$ cat src/hw/rtl/sdsm_pkg.sv
// ----------------------------------------------------------------------------
// sdsm_pkg
// shared types and constants for the stepper driver spi datagram master
// ----------------------------------------------------------------------------
package sdsm_pkg;

  localparam int unsigned FrameBits = 40;
  localparam int unsigned CsBits = 5;

  // address byte flag for a register write
  localparam logic WriteFlag = 1'b1;
  // reset value of the half period register
  localparam logic [7:0] HalfPeriodReset = 8'd10;

  typedef enum logic [3:0] {
    ST_IDLE = 4'b0001,
    ST_LOW  = 4'b0010,
    ST_HIGH = 4'b0100,
    ST_GAP  = 4'b1000
  } seq_state_e;

  typedef enum logic {
    MODE_READ  = 1'b0,
    MODE_WRITE = 1'b1
  } xfer_mode_e;

  typedef struct packed {
    logic          start_req;
    logic          mode;
    logic [2:0]    axis;
    logic [6:0]    register_address;
    logic [31:0]   write_data;
    logic          miso_level;
  } req_t;

  typedef struct packed {
    logic          sck_level;
    logic          mosi_level;
    logic [4:0]    chip_select_n;
    logic          busy_res;
    logic          done_res;
    logic [7:0]    status_byte;
    logic [31:0]   read_data;
  } res_t;

endpackage

$ cat src/hw/rtl/sdsm_if.sv
// ----------------------------------------------------------------------------
// sdsm_if
// request and result channels with valid/ready handshake
// ----------------------------------------------------------------------------
interface sdsm_req_if;
  logic        valid;
  logic        ready;
  logic        start_req;
  logic        mode;
  logic [2:0]  axis;
  logic [6:0]  register_address;
  logic [31:0] write_data;
  logic        miso_level;

  modport source (
    output valid, start_req, mode, axis, register_address, write_data, miso_level,
    input  ready
  );
  modport sink (
    input  valid, start_req, mode, axis, register_address, write_data, miso_level,
    output ready
  );
endinterface

interface sdsm_res_if;
  logic        valid;
  logic        ready;
  logic        sck_level;
  logic        mosi_level;
  logic [4:0]  chip_select_n;
  logic        busy_res;
  logic        done_res;
  logic [7:0]  status_byte;
  logic [31:0] read_data;

  modport source (
    output valid, sck_level, mosi_level, chip_select_n, busy_res, done_res,
           status_byte, read_data,
    input  ready
  );
  modport sink (
    input  valid, sck_level, mosi_level, chip_select_n, busy_res, done_res,
           status_byte, read_data,
    output ready
  );
endinterface

$ cat src/hw/rtl/stepper_driver_spi_datagram_master.sv
// ----------------------------------------------------------------------------
// stepper_driver_spi_datagram_master
// mode 3 spi master for 40-bit stepper driver datagrams, one tick per request
// ----------------------------------------------------------------------------
// Every request on req_i is one tick of the serial engine and yields exactly
// one result on res_o carrying the pin levels after that tick (sck, mosi,
// active-low chip selects), busy, a one-tick done flag and, on done, the
// status byte and 32 read bits. One request is taken per clock cycle: the
// sequencer state is updated by a single pass of logic and the result lands
// in a one-deep result register, so req_i.ready is high whenever that
// register is empty or is being drained in the same cycle. A write sends one
// 40-bit frame; a read sends two frames separated by a half period with all
// selects high. The half period register (0 acts as 1) sets the ticks per half bit
// and takes effect at once.
module stepper_driver_spi_datagram_master #(
  parameter int NUM_AXES = 5
) (
  input  logic       clk_i,
  input  logic       rst_ni,
  input  logic       cfg_we_i,
  input  logic [7:0] cfg_wdata_i,
  sdsm_req_if.sink   req_i,
  sdsm_res_if.source res_o
);

  logic [7:0]     half_period_q;
  logic           step;
  logic           free;
  logic           out_valid;
  sdsm_pkg::req_t req;
  sdsm_pkg::res_t seq_res;
  sdsm_pkg::res_t out_res;

  // half period register, written from the configuration port
  always_ff @(posedge clk_i or negedge rst_ni) begin
    if (!rst_ni) begin
      half_period_q <= sdsm_pkg::HalfPeriodReset;
    end else if (cfg_we_i) begin
      half_period_q <= cfg_wdata_i;
    end
  end

  // request handshake
  assign req_i.ready = free;
  assign step        = req_i.valid && free;

  assign req.start_req        = req_i.start_req;
  assign req.mode             = req_i.mode;
  assign req.axis             = req_i.axis;
  assign req.register_address = req_i.register_address;
  assign req.write_data       = req_i.write_data;
  assign req.miso_level       = req_i.miso_level;

  // tick sequencer
  sdsm_seq #(
    .NUM_AXES (NUM_AXES)
  ) u_seq (
    .clk_i         (clk_i),
    .rst_ni        (rst_ni),
    .half_period_i (half_period_q),
    .step_i        (step),
    .req_i         (req),
    .res_o         (seq_res)
  );

  // result register decouples the two channels
  sdsm_out_reg u_out_reg (
    .clk_i   (clk_i),
    .rst_ni  (rst_ni),
    .load_i  (step),
    .res_i   (seq_res),
    .take_i  (res_o.ready),
    .free_o  (free),
    .valid_o (out_valid),
    .res_o   (out_res)
  );

  assign res_o.valid         = out_valid;
  assign res_o.sck_level     = out_res.sck_level;
  assign res_o.mosi_level    = out_res.mosi_level;
  assign res_o.chip_select_n = out_res.chip_select_n;
  assign res_o.busy_res      = out_res.busy_res;
  assign res_o.done_res      = out_res.done_res;
  assign res_o.status_byte   = out_res.status_byte;
  assign res_o.read_data     = out_res.read_data;

endmodule

$ cat src/hw/rtl/sdsm_seq.sv
// ----------------------------------------------------------------------------
// sdsm_seq
// bit sequencer: one tick per accepted request, pin levels from new state
// ----------------------------------------------------------------------------
module sdsm_seq #(
  parameter int NUM_AXES = 5
) (
  input  logic              clk_i,
  input  logic              rst_ni,
  input  logic [7:0]        half_period_i,
  input  logic              step_i,
  input  sdsm_pkg::req_t    req_i,
  output sdsm_pkg::res_t    res_o
);

  sdsm_pkg::seq_state_e state_q, state_d;
  logic [7:0]  tick_q, tick_d;
  logic [5:0]  bit_q, bit_d;
  logic [39:0] tx_q, tx_d;
  logic [39:0] rx_q, rx_d;
  logic [2:0]  axis_q, axis_d;
  logic        mode_q, mode_d;
  logic        second_q, second_d;

  logic [7:0]  half;
  logic        phase_end;
  logic        done;
  logic        framing;
  logic        bit_live;
  logic [5:0]  tx_sel;
  logic [7:0]  axis_oh;

  assign half      = (half_period_i == 8'd0) ? 8'd1 : half_period_i;
  assign phase_end = ({1'b0, tick_q} + 9'd1) >= {1'b0, half};

  always_comb begin
    state_d  = state_q;
    tick_d   = tick_q;
    bit_d    = bit_q;
    tx_d     = tx_q;
    rx_d     = rx_q;
    axis_d   = axis_q;
    mode_d   = mode_q;
    second_d = second_q;
    done     = 1'b0;
    unique case (state_q)
      sdsm_pkg::ST_IDLE: begin
        if (req_i.start_req && ({1'b0, req_i.axis} < 4'(NUM_AXES))) begin
          axis_d = req_i.axis;
          mode_d = req_i.mode;
          if (req_i.mode == sdsm_pkg::MODE_WRITE) begin
            tx_d = {sdsm_pkg::WriteFlag, req_i.register_address, req_i.write_data};
          end else begin
            tx_d = {1'b0, req_i.register_address, 32'd0};
          end
          rx_d     = '0;
          bit_d    = '0;
          tick_d   = '0;
          second_d = 1'b0;
          state_d  = sdsm_pkg::ST_LOW;
        end
      end
      sdsm_pkg::ST_LOW: begin
        if (phase_end) begin
          rx_d    = {rx_q[38:0], req_i.miso_level};
          tick_d  = '0;
          state_d = sdsm_pkg::ST_HIGH;
        end else begin
          tick_d = tick_q + 8'd1;
        end
      end
      sdsm_pkg::ST_HIGH: begin
        if (phase_end) begin
          tick_d = '0;
          bit_d  = bit_q + 6'd1;
          if ({26'd0, bit_d} < sdsm_pkg::FrameBits) begin
            state_d = sdsm_pkg::ST_LOW;
          end else if (mode_q == sdsm_pkg::MODE_READ && !second_q) begin
            second_d = 1'b1;
            state_d  = sdsm_pkg::ST_GAP;
          end else begin
            bit_d   = '0;
            state_d = sdsm_pkg::ST_IDLE;
            done    = 1'b1;
          end
        end else begin
          tick_d = tick_q + 8'd1;
        end
      end
      sdsm_pkg::ST_GAP: begin
        if (phase_end) begin
          tick_d  = '0;
          bit_d   = '0;
          rx_d    = '0;
          state_d = sdsm_pkg::ST_LOW;
        end else begin
          tick_d = tick_q + 8'd1;
        end
      end
      default: begin
        state_d = sdsm_pkg::ST_IDLE;
        tick_d  = '0;
        bit_d   = '0;
      end
    endcase
  end

  // pins follow the state after this tick
  assign framing  = (state_d == sdsm_pkg::ST_LOW) || (state_d == sdsm_pkg::ST_HIGH);
  assign bit_live = framing && ({26'd0, bit_d} < sdsm_pkg::FrameBits);
  assign tx_sel   = 6'd39 - bit_d;
  assign axis_oh  = 8'd1 << axis_d;

  always_comb begin
    res_o               = '0;
    res_o.sck_level     = (state_d != sdsm_pkg::ST_LOW);
    res_o.mosi_level    = bit_live ? tx_d[tx_sel] : 1'b0;
    res_o.chip_select_n = bit_live ? ~axis_oh[sdsm_pkg::CsBits-1:0] : '1;
    res_o.busy_res      = (state_d != sdsm_pkg::ST_IDLE);
    res_o.done_res      = done;
    res_o.status_byte   = done ? rx_d[39:32] : 8'd0;
    res_o.read_data     = done ? rx_d[31:0] : 32'd0;
  end

  always_ff @(posedge clk_i or negedge rst_ni) begin
    if (!rst_ni) begin
      state_q  <= sdsm_pkg::ST_IDLE;
      tick_q   <= '0;
      bit_q    <= '0;
      tx_q     <= '0;
      rx_q     <= '0;
      axis_q   <= '0;
      mode_q   <= 1'b0;
      second_q <= 1'b0;
    end else if (step_i) begin
      state_q  <= state_d;
      tick_q   <= tick_d;
      bit_q    <= bit_d;
      tx_q     <= tx_d;
      rx_q     <= rx_d;
      axis_q   <= axis_d;
      mode_q   <= mode_d;
      second_q <= second_d;
    end
  end

  a_done_ends: assert property (@(posedge clk_i) disable iff (!rst_ni)
    res_o.done_res |-> !res_o.busy_res && res_o.sck_level)
    else $error("completion while still busy");

  a_one_select: assert property (@(posedge clk_i) disable iff (!rst_ni)
    $onehot0(~res_o.chip_select_n))
    else $error("more than one chip select low");

  a_gap_read: assert property (@(posedge clk_i) disable iff (!rst_ni)
    (state_q == sdsm_pkg::ST_GAP) |-> (mode_q == sdsm_pkg::MODE_READ) && second_q)
    else $error("deselect gap outside the first read frame");

  a_bit_range: assert property (@(posedge clk_i) disable iff (!rst_ni)
    ({26'd0, bit_q} <= sdsm_pkg::FrameBits))
    else $error("bit index past end of frame");

endmodule

$ cat src/hw/rtl/sdsm_out_reg.sv
// ----------------------------------------------------------------------------
// sdsm_out_reg
// result register between the sequencer and the result channel
// ----------------------------------------------------------------------------
module sdsm_out_reg (
  input  logic           clk_i,
  input  logic           rst_ni,
  input  logic           load_i,
  input  sdsm_pkg::res_t res_i,
  input  logic           take_i,
  output logic           free_o,
  output logic           valid_o,
  output sdsm_pkg::res_t res_o
);

  logic           valid_q, valid_d;
  sdsm_pkg::res_t res_q;

  // slot is free when empty or being drained this cycle
  assign free_o  = !valid_q || take_i;
  assign valid_d = load_i || (valid_q && !take_i);

  always_ff @(posedge clk_i or negedge rst_ni) begin
    if (!rst_ni) begin
      valid_q <= 1'b0;
    end else begin
      valid_q <= valid_d;
    end
  end

  always_ff @(posedge clk_i) begin
    if (load_i) begin
      res_q <= res_i;
    end
  end

  assign valid_o = valid_q;
  assign res_o   = res_q;

endmodule

$ cat src/flat_wrapper.sv
// flat-port wrapper written by rule: the top's interface ports become plain ports
module stepper_driver_spi_datagram_master_flat 
#(
  parameter int NUM_AXES = 5
)
  (clk_i, rst_ni, cfg_we_i, cfg_wdata_i, req_i_valid, req_i_start_req, req_i_mode, req_i_axis, req_i_register_address, req_i_write_data, req_i_miso_level, req_i_ready, res_o_valid, res_o_sck_level, res_o_mosi_level, res_o_chip_select_n, res_o_busy_res, res_o_done_res, res_o_status_byte, res_o_read_data, res_o_ready);
  sdsm_req_if req_i_i ();
  sdsm_res_if res_o_i ();
  input  logic clk_i;
  input  logic rst_ni;
  input  logic cfg_we_i;
  input  logic [7:0] cfg_wdata_i;
  input wire logic [$bits(req_i_i.valid)-1:0] req_i_valid;
  input wire logic [$bits(req_i_i.start_req)-1:0] req_i_start_req;
  input wire logic [$bits(req_i_i.mode)-1:0] req_i_mode;
  input wire logic [$bits(req_i_i.axis)-1:0] req_i_axis;
  input wire logic [$bits(req_i_i.register_address)-1:0] req_i_register_address;
  input wire logic [$bits(req_i_i.write_data)-1:0] req_i_write_data;
  input wire logic [$bits(req_i_i.miso_level)-1:0] req_i_miso_level;
  output wire logic [$bits(req_i_i.ready)-1:0] req_i_ready;
  output wire logic [$bits(res_o_i.valid)-1:0] res_o_valid;
  output wire logic [$bits(res_o_i.sck_level)-1:0] res_o_sck_level;
  output wire logic [$bits(res_o_i.mosi_level)-1:0] res_o_mosi_level;
  output wire logic [$bits(res_o_i.chip_select_n)-1:0] res_o_chip_select_n;
  output wire logic [$bits(res_o_i.busy_res)-1:0] res_o_busy_res;
  output wire logic [$bits(res_o_i.done_res)-1:0] res_o_done_res;
  output wire logic [$bits(res_o_i.status_byte)-1:0] res_o_status_byte;
  output wire logic [$bits(res_o_i.read_data)-1:0] res_o_read_data;
  input wire logic [$bits(res_o_i.ready)-1:0] res_o_ready;
  assign req_i_i.valid = req_i_valid;
  assign req_i_i.start_req = req_i_start_req;
  assign req_i_i.mode = req_i_mode;
  assign req_i_i.axis = req_i_axis;
  assign req_i_i.register_address = req_i_register_address;
  assign req_i_i.write_data = req_i_write_data;
  assign req_i_i.miso_level = req_i_miso_level;
  assign req_i_ready = req_i_i.ready;
  assign res_o_valid = res_o_i.valid;
  assign res_o_sck_level = res_o_i.sck_level;
  assign res_o_mosi_level = res_o_i.mosi_level;
  assign res_o_chip_select_n = res_o_i.chip_select_n;
  assign res_o_busy_res = res_o_i.busy_res;
  assign res_o_done_res = res_o_i.done_res;
  assign res_o_status_byte = res_o_i.status_byte;
  assign res_o_read_data = res_o_i.read_data;
  assign res_o_i.ready = res_o_ready;
  stepper_driver_spi_datagram_master #(.NUM_AXES(NUM_AXES)) u_core (.clk_i(clk_i), .rst_ni(rst_ni), .cfg_we_i(cfg_we_i), .cfg_wdata_i(cfg_wdata_i), .req_i(req_i_i), .res_o(res_o_i));
endmodule
$ cat config.mk
export PLATFORM = sky130hd
export DESIGN_NAME = stepper_driver_spi_datagram_master_flat
export DESIGN_NICKNAME = d
export VERILOG_FILES = /design/src/hw/rtl/sdsm_pkg.sv /design/src/hw/rtl/sdsm_if.sv /design/src/hw/rtl/stepper_driver_spi_datagram_master.sv /design/src/hw/rtl/sdsm_seq.sv /design/src/hw/rtl/sdsm_out_reg.sv /design/src/flat_wrapper.sv
export SDC_FILE = /design/constraint.sdc
export NUM_CORES = 1
export LEC_CHECK = 0
export BUFFER_PORTS_ARGS = -buffer_cell sky130_fd_sc_hd__buf_2
export CAP_MARGIN = 5
export CORE_MARGIN = 3
export CORE_UTILIZATION = 45
export DETAILED_ROUTE_END_ITERATION = 8
export GPL_TIMING_DRIVEN = 0
export PLACE_DENSITY = 0.61
export SLEW_MARGIN = 30
export SYNTH_ARGS = -nofsm -noshare
export SYNTH_HDL_FRONTEND = slang
export SYNTH_SLANG_ARGS = --single-unit
$ cat constraint.sdc
create_clock -name clk_i -period 4.5 [get_ports clk_i]
set_clock_uncertainty 0.05 [all_clocks]
set_input_delay 0.225 -clock clk_i [delete_from_list [all_inputs] [get_ports clk_i]]
set_output_delay 0.225 -clock clk_i [all_outputs]
set_load 0.1 [all_outputs]
## Word level (Yosys, flattened, before mapping)

Cells that the tools add are included.

| word-level totals | value |
|---|---|
| register bits | 161 |
| input bits | 58 |
| output and inout bits | 51 |
| logic and storage cells | 95 |

| operators by class | value |
|---|---|
| $add $sub $neg | 4 |
| $lt $le $gt $ge | 5 |
| eq/ne operators | 12 |
| shift-type cells | 1 |
| mux-type cells | 37 |
| bitwise gates (word level) | 2 |
| reduce and logical (&&, ||, !) cells | 17 |

Operator list:

| operator | count |
|---|---|
| two-way mux 40 bit | 6 |
| one-hot mux 40 bit (3 select lines) | 1 |
| two-way mux 6 bit | 5 |
| two-way mux 4 bit | 6 |
| two-way mux 8 bit | 3 |
| one-hot mux 6 bit (4 select lines) | 1 |
| one-hot mux 4 bit (4 select lines) | 1 |
| one-hot mux 8 bit (2 select lines) | 1 |
| < comparator 6 bit, second input constant | 2 |
| adder 8 x 1 -> 9 bit, second input constant | 1 |
| greater-or-equal comparator 9 x 8 -> 1 bit | 1 |
| two-way mux 1 bit | 9 |
| adder 8 x 1 -> 8 bit, second input constant | 1 |
| == test 4 x 2 -> 1 bit, second input constant | 2 |
| == test 4 x 3 -> 1 bit, second input constant | 2 |
| zero test 8 bit | 1 |
| != test 2 bit, second input constant | 4 |
| < comparator 6 x 7 -> 1 bit, second input constant | 1 |
| adder 6 x 1 -> 6 bit, second input constant | 1 |
| binary-select mux 1 bit (select 6 bit) | 1 |
| two-way mux 3 bit | 2 |
| AND reduction 6 bit | 1 |
| subtractor 6 bit, first input constant | 1 |
| logical AND 1 bit | 5 |
| 15 further kinds | 19 |

## Logic depth before layout (Yosys ltp)

| logic depth | value |
|---|---|
| word-level depth | 9 |
| gate-level depth with buffers | 19 |
| depth with buffers taken out | 16 |

## By module

From an unflattened synthesis, not the netlist that was laid out.

| unflattened totals | value |
|---|---|
| cell total of the unflattened synthesis | 780 |
| area, all modules | 8010.2 um^2 |

Modules (own cells, without submodules):

| module | times used | cells an instance | area each (um^2) | sequential area each (um^2) |
|---|---|---|---|---|
| sdsm_seq | 1 | 710 | 6150.9 | 2578.7 |
| sdsm_out_reg | 1 | 52 | 1519.0 | 1496.4 |
| stepper_driver_spi_datagram_master | 1 | 18 | 340.3 | 202.7 |

## Worst setup path after synthesis

No wires, ideal clock.

| timing path | value |
|---|---|
| kind | register to register |
| start point | reg u_core.u_out_reg.valid_q, in the netlist u_core.u_out_reg.valid_o |
| end point | reg u_core.u_seq.tx_q[4] |
| library setup time | 0.136 ns |
| data arrival time | 3.855 ns |
| required time | 4.314 ns |
| slack | 0.458 ns |
| cell stages (with the launch flop) | 9 |
| path buffers | 2 |
| clock period less this slack | 4.042 ns |
| path through | dfrtp_1 nand2b_1 nand2_1 inv_1 nand2_1 buf_1 clkbuf_1 nand2_1 o21ai_0 |

| on the way | value |
|---|---|
| longest elaborated chain between the ends | 3 |

Ends and longest elaborated chain:

| item | line | text |
|---|---|---|
| from (decl) | sdsm_out_reg.sv:16 | `logic valid_q, valid_d;` |
| from (signal assigned) | sdsm_out_reg.sv:27 | `valid_q <= valid_d;` |
| zero test 1 bit | sdsm_out_reg.sv:20 | `assign free_o = !valid_q \|\| take_i;` |
| logical OR 1 bit | sdsm_out_reg.sv:20 |  |
| net req_i_ready | flat_wrapper.sv:20 | `output wire logic [$bits(req_i_i.ready)-1:0] req_i_ready;` |
| logical AND 1 bit | stepper_driver_spi_datagram_master.sv:45 | `assign step = req_i.valid && free;` |
| net u_core.step | stepper_driver_spi_datagram_master.sv:27 | `logic step;` |
| to (signal assigned) | sdsm_seq.sv:139 | `tx_q <= tx_d;` |
| to (decl) | sdsm_seq.sv:19 | `logic [39:0] tx_q, tx_d;` |

The timed path passes the listed nets, and every way through them passes these cells.
A chain may end at the register's enable or synchronous reset.

## Final worst setup path

| timing path | value |
|---|---|
| start point | reg u_core.u_seq.tick_q[0] |
| end point | reg u_core.u_out_reg.res_q (netlist bit u_core.u_out_reg.res_o[47]), data pin |

| on the way | value |
|---|---|
| longest elaborated chain between the ends | 7 |
| elaborated cells between the ends (all ways) | 17 |
| those cells by class | 2 x add/sub; 2 x order compare; 2 x eq/ne; 9 x mux; 2 x reduce/logical |

Ends and longest elaborated chain:

| item | line | text |
|---|---|---|
| from (decl) | sdsm_seq.sv:17 | `logic [7:0] tick_q, tick_d;` |
| from (signal assigned) | sdsm_seq.sv:137 | `tick_q <= tick_d;` |
| adder 8 x 1 -> 9 bit (*) | sdsm_seq.sv:34 | `assign phase_end = ({1'b0, tick_q} + 9'd1) >= {1'b0, half};` |
| greater-or-equal comparator 9 x 8 -> 1 bit (*) | sdsm_seq.sv:34 |  |
| two-way mux 6 bit (tied with other cells) | sdsm_seq.sv:91 | `if (phase_end) begin` |
| one-hot mux 6 bit (4 select lines) or one-hot mux 4 bit (4 select lines) (tied branches) | sdsm_seq.sv:46 | `unique case (state_q)` |
| subtractor 6 bit (tied with other cells) | sdsm_seq.sv:111 | `assign tx_sel = 6'd39 - bit_d;` |
| binary-select mux 1 bit (select 6 bit) or logical OR 1 bit (tied branches) | sdsm_seq.sv:117, sdsm_seq.sv:109 |  |
| two-way mux 1 bit (implied by the code) or logical AND 1 bit (tied branches) | sdsm_seq.sv:117, sdsm_seq.sv:110 |  |
| to (signal assigned) | sdsm_out_reg.sv:33 | `res_q <= res_i;` |
| to (decl) | sdsm_out_reg.sv:17 | `sdsm_pkg::res_t res_q;` |

Every way passes the cells marked *; elsewhere a longest branch is shown, timed or not. The select of a mux whose other input is x is not followed.

==> impl_metrics.ini <==
[clock_network]
cts.htree.levels = 4
cts.sinks = 161
clockBufferDepth = 2
cts_tree = done
cts-root-buf = clkbuf_16
path_clk_slew_ps = 60
clkLatencyLatePin_ps = 420
cts_buffers = 17

[sta]
fmax_mhz = 240
finalSetupTns_ps = 0
whs_ps = 20.6
slew_headroom_pct = 50.1
finalCriticalPeriod_ps = 4160
fin_crit_sh_pct = 92.5
hold_viol = 0
setup_violations = 0
worst_pin_slew_ps = 745
rsz0062_at_grt = no
slew_violations = 0

[placement]
dpl.hpwl_um = 13200
port_buffers = 107
gp_congestion = 0.861
postPlaceCellArea_um2 = 8770

[yosys]
synth_top_area_cell = dfrtp_1
yosysUniqueCellTypes = 70
postSynthCellCount = 772
synth.most_common_cell = nand2_1
syn-num-nets = 841
ys_top_cells_by_count = nand2_1 (134), dfrtp_1 (109), nor2_1 (66), o21ai_0 (64), edfxtp_1 (49)
synth_top_area_share_pct = 34.5
synthSimpleGateAreaFrac_pct = 15.3
synth_edf_count = 49
synthFlopType = dfrtp_1
ys_seq_area_share_pct = 54.1
synth_seq_cells = 161
yosysWarnings = 0
synth_fa_ha_area_share_pct = 1.74
syn_area_um2 = 7910
muxShareOfSynthArea_pct = 2.96
synth_xor_area_share_pct = 0.775
synth_top_family_by_area = compound AO/OA/AOI/OAI gates
synthArstFlopShare_pct = 69.6
avgSynthCellArea_um2 = 10.2
synth.area.top_cells = dfrtp_1 (34%), edfxtp_1 (19%), nand2_1 (6.4%), a22o_1 (4.4%), o21ai_0 (4.0%)
synth_compound_area_share_pct = 21.2

[grt]
grt_use_total_pct = 19.8
antenna_found_initial = 0
overflow = 0
grt_pass1_wl_um = 31300
grt_max_degree = 65
grt_pass1_vias = 6280

[worst_setup_path]
cp.required_ps = 4610
crit_slowest_cell = ha_2
worst-setup-path-type = reg -> reg
critPathBufInv = 0
critPathTopFamily = compound AO/OA/AOI/OAI gates
crit_fanout = 7
cp_num_cells = 16
path_cells = ha_1 -> and4_1 -> nand2_1 -> xnor2_1 -> ha_1 -> and3_1 -> a21oi_1 -> and3_4 -> a31oi_2 -> o211ai_4 -> a211oi_2 -> ha_2 -> nand2b_1 -> o32a_1 -> nand4_1 -> o211ai_2
worstPathArrival_ps = 4270
ff2ff_path_depth = 16
start_kind = register
critPathMaxStageDelay_ps = 460
end_kind = register
cp_common_cell = ha_1

[route]
drc = 0
vias_per_cell = 5.60
wirelength_um = 18800
ant_nets = 0
vias = 6439
drt_iter0_drc = 405
firstDrtPassIters = 5
wire_per_inst_um = 16.3

[power_and_ir_drop]
total_power_mw = 4.11
p_leak_nw = 4.03
clockPowerShare_pct = 35.9
power_frac_seq_pct = 44.2
vdd_drop_max_uv = 270
swShare_pct = 30.3
switchingPower_mw = 1.25
p_int_mw = 2.86
pwr-share-comb_pct = 19.9
powerDensity_nw_per_um2 = 429

[finish]
drive_above_1_share_pct = 21.9
insertedDiodeCount = 0
design_area_um2 = 9570
area_growth_pct = 21.0
fillers = 1484
nNetsFinal = 987

[die]
initial_utilization_pct = 46.9
core-area_um2 = 16900
die_y_um = 139
core.rowCount = 47
die_width_um = 139
die_area_um2 = 19200
num_io_pins = 109

[min_path]
min_path_type = in -> reg
hold_depth = 2

[flow_run]
maxCapViolCount = 0

[run_status]
status = completed
## metal layers
layer | track usage [%] | wire (µm)
met5 | 0 | 0
met1 | 25.9 | 8190
met3 | 4.34 | 1030
met4 | 6.71 | 310
met2 | 33.0 | 9260
## power groups by stage
| stage | sequential [mW] | combinational (mW) | clock (mW) |
|---|---|---|---|
| floorplan | 1.97 | 0.453 | 0 |
| global placement | 1.83 | 0.771 | 0 |
| detailed placement | 1.84 | 0.798 | 0 |
| CTS | 1.81 | 0.814 | 1.51 |
| global route | 1.84 | 0.906 | 1.58 |
| finish | 1.81 | 0.818 | 1.48 |
## path summary, 6_finish.rpt
check                                                      endpoint                               start  slack, ps
setup / recovery           u_core.u_out_reg.res_o[47]$_SDFFCE_PN0P_  u_core.u_seq.tick_q[0]$_DFFE_PN0P_        340
hold reg to reg                   u_core.u_seq.second_q$_DFFE_PN0P_   u_core.u_seq.second_q$_DFFE_PN0P_        420
min in group asynchronous        u_core.u_seq.tick_q[3]$_DFFE_PN0P_                              rst_ni        240
hold / removal                   u_core.u_seq.axis_q[0]$_DFFE_PN0P_                       req_i_axis[0]         20
setup reg to reg           u_core.u_out_reg.res_o[47]$_SDFFCE_PN0P_  u_core.u_seq.tick_q[0]$_DFFE_PN0P_        340
max in group asynchronous       u_core.u_seq.state_q[0]$_DFFE_PN1P_                              rst_ni       3500
## per-stage QoR
step | util [%] | std cells | worst slack, ps
6_report | 56.7 | 1150 | 337
3_3_place_gp | 51.7 | 1099 | 263
5_1_grt | 56.7 | 1150 | 95.0
3_5_place_dp | 51.9 | 1100 | 217
2_1_floorplan | - | 772 | 458
4_1_cts | 56.5 | 1148 | 185
## cell type report
cell class | count | area, µm² | area share, %
flip-flops and latches | 161 | 4280 | 44.7
multi-input cells | 540 | 3340 | 34.9
clock buffers | 17 | 425 | 4.45
clock inverters | 14 | 180 | 1.88
repair buffers | 127 | 758 | 7.92
well taps | 220 | 275 | 2.88
inverters | 12 | 47.5 | 0.497
plain buffers | 59 | 263 | 2.75
## flip-flops by register name, indices dropped and copies added, names as in the netlist
register and count:
u_core.u_seq.mode_q 1, u_core.u_seq.second_q 1, u_core.u_seq.rx_q 40, u_core.u_seq.bit_q 6, u_core.u_seq.state_q 4, u_core.half_period_q 8, u_core.u_seq.tx_q 40, u_core.u_out_reg.valid_o 1
u_core.u_out_reg.res_o 49, u_core.u_seq.axis_q 3, u_core.u_seq.tick_q 8
## layout by cell type (no fill, tap or decap), types with 11 or more instances in the layout
cell type | synthesis | final
a21oi_1 | 19 | 19
nand2_1 | 134 | 134
inv_1 | 12 | 11
mux2_2 | 11 | 11
dlygate4sd3_1 | 0 | 17
clkbuf_1 | 39 | 39
nor2_1 | 66 | 66
buf_2 | 14 | 120
o211ai_1 | 17 | 17
mux2i_1 | 11 | 11
a22oi_1 | 41 | 41
a22o_1 | 40 | 40
nand2b_1 | 11 | 11
edfxtp_1 | 49 | 49
dfrtp_1 | 109 | 109
clkbuf_16 | 0 | 17
o21ai_0 | 64 | 64
## kinds of logic (layout without fill, tap and decap cells)
logic type                 Yosys count  count (layout)
muxes                               22              22
buffers and inverters               71             229
and+or+nand+nor                    271             271
AOI/OAI and AO/OA                  229             229
adders and majority gates           11              11
xor gates and xnor gates             7               7
DFF                                161             161
## what timing repair did
item	in CTS	in global routing
gates resized for setup	0	2
endpoints found under the hold margin	64	0
hold buffers	17	0
buffers inserted	0	2
endpoints found under the setup margin	0	1
Power figures use the tool's default switching activity.
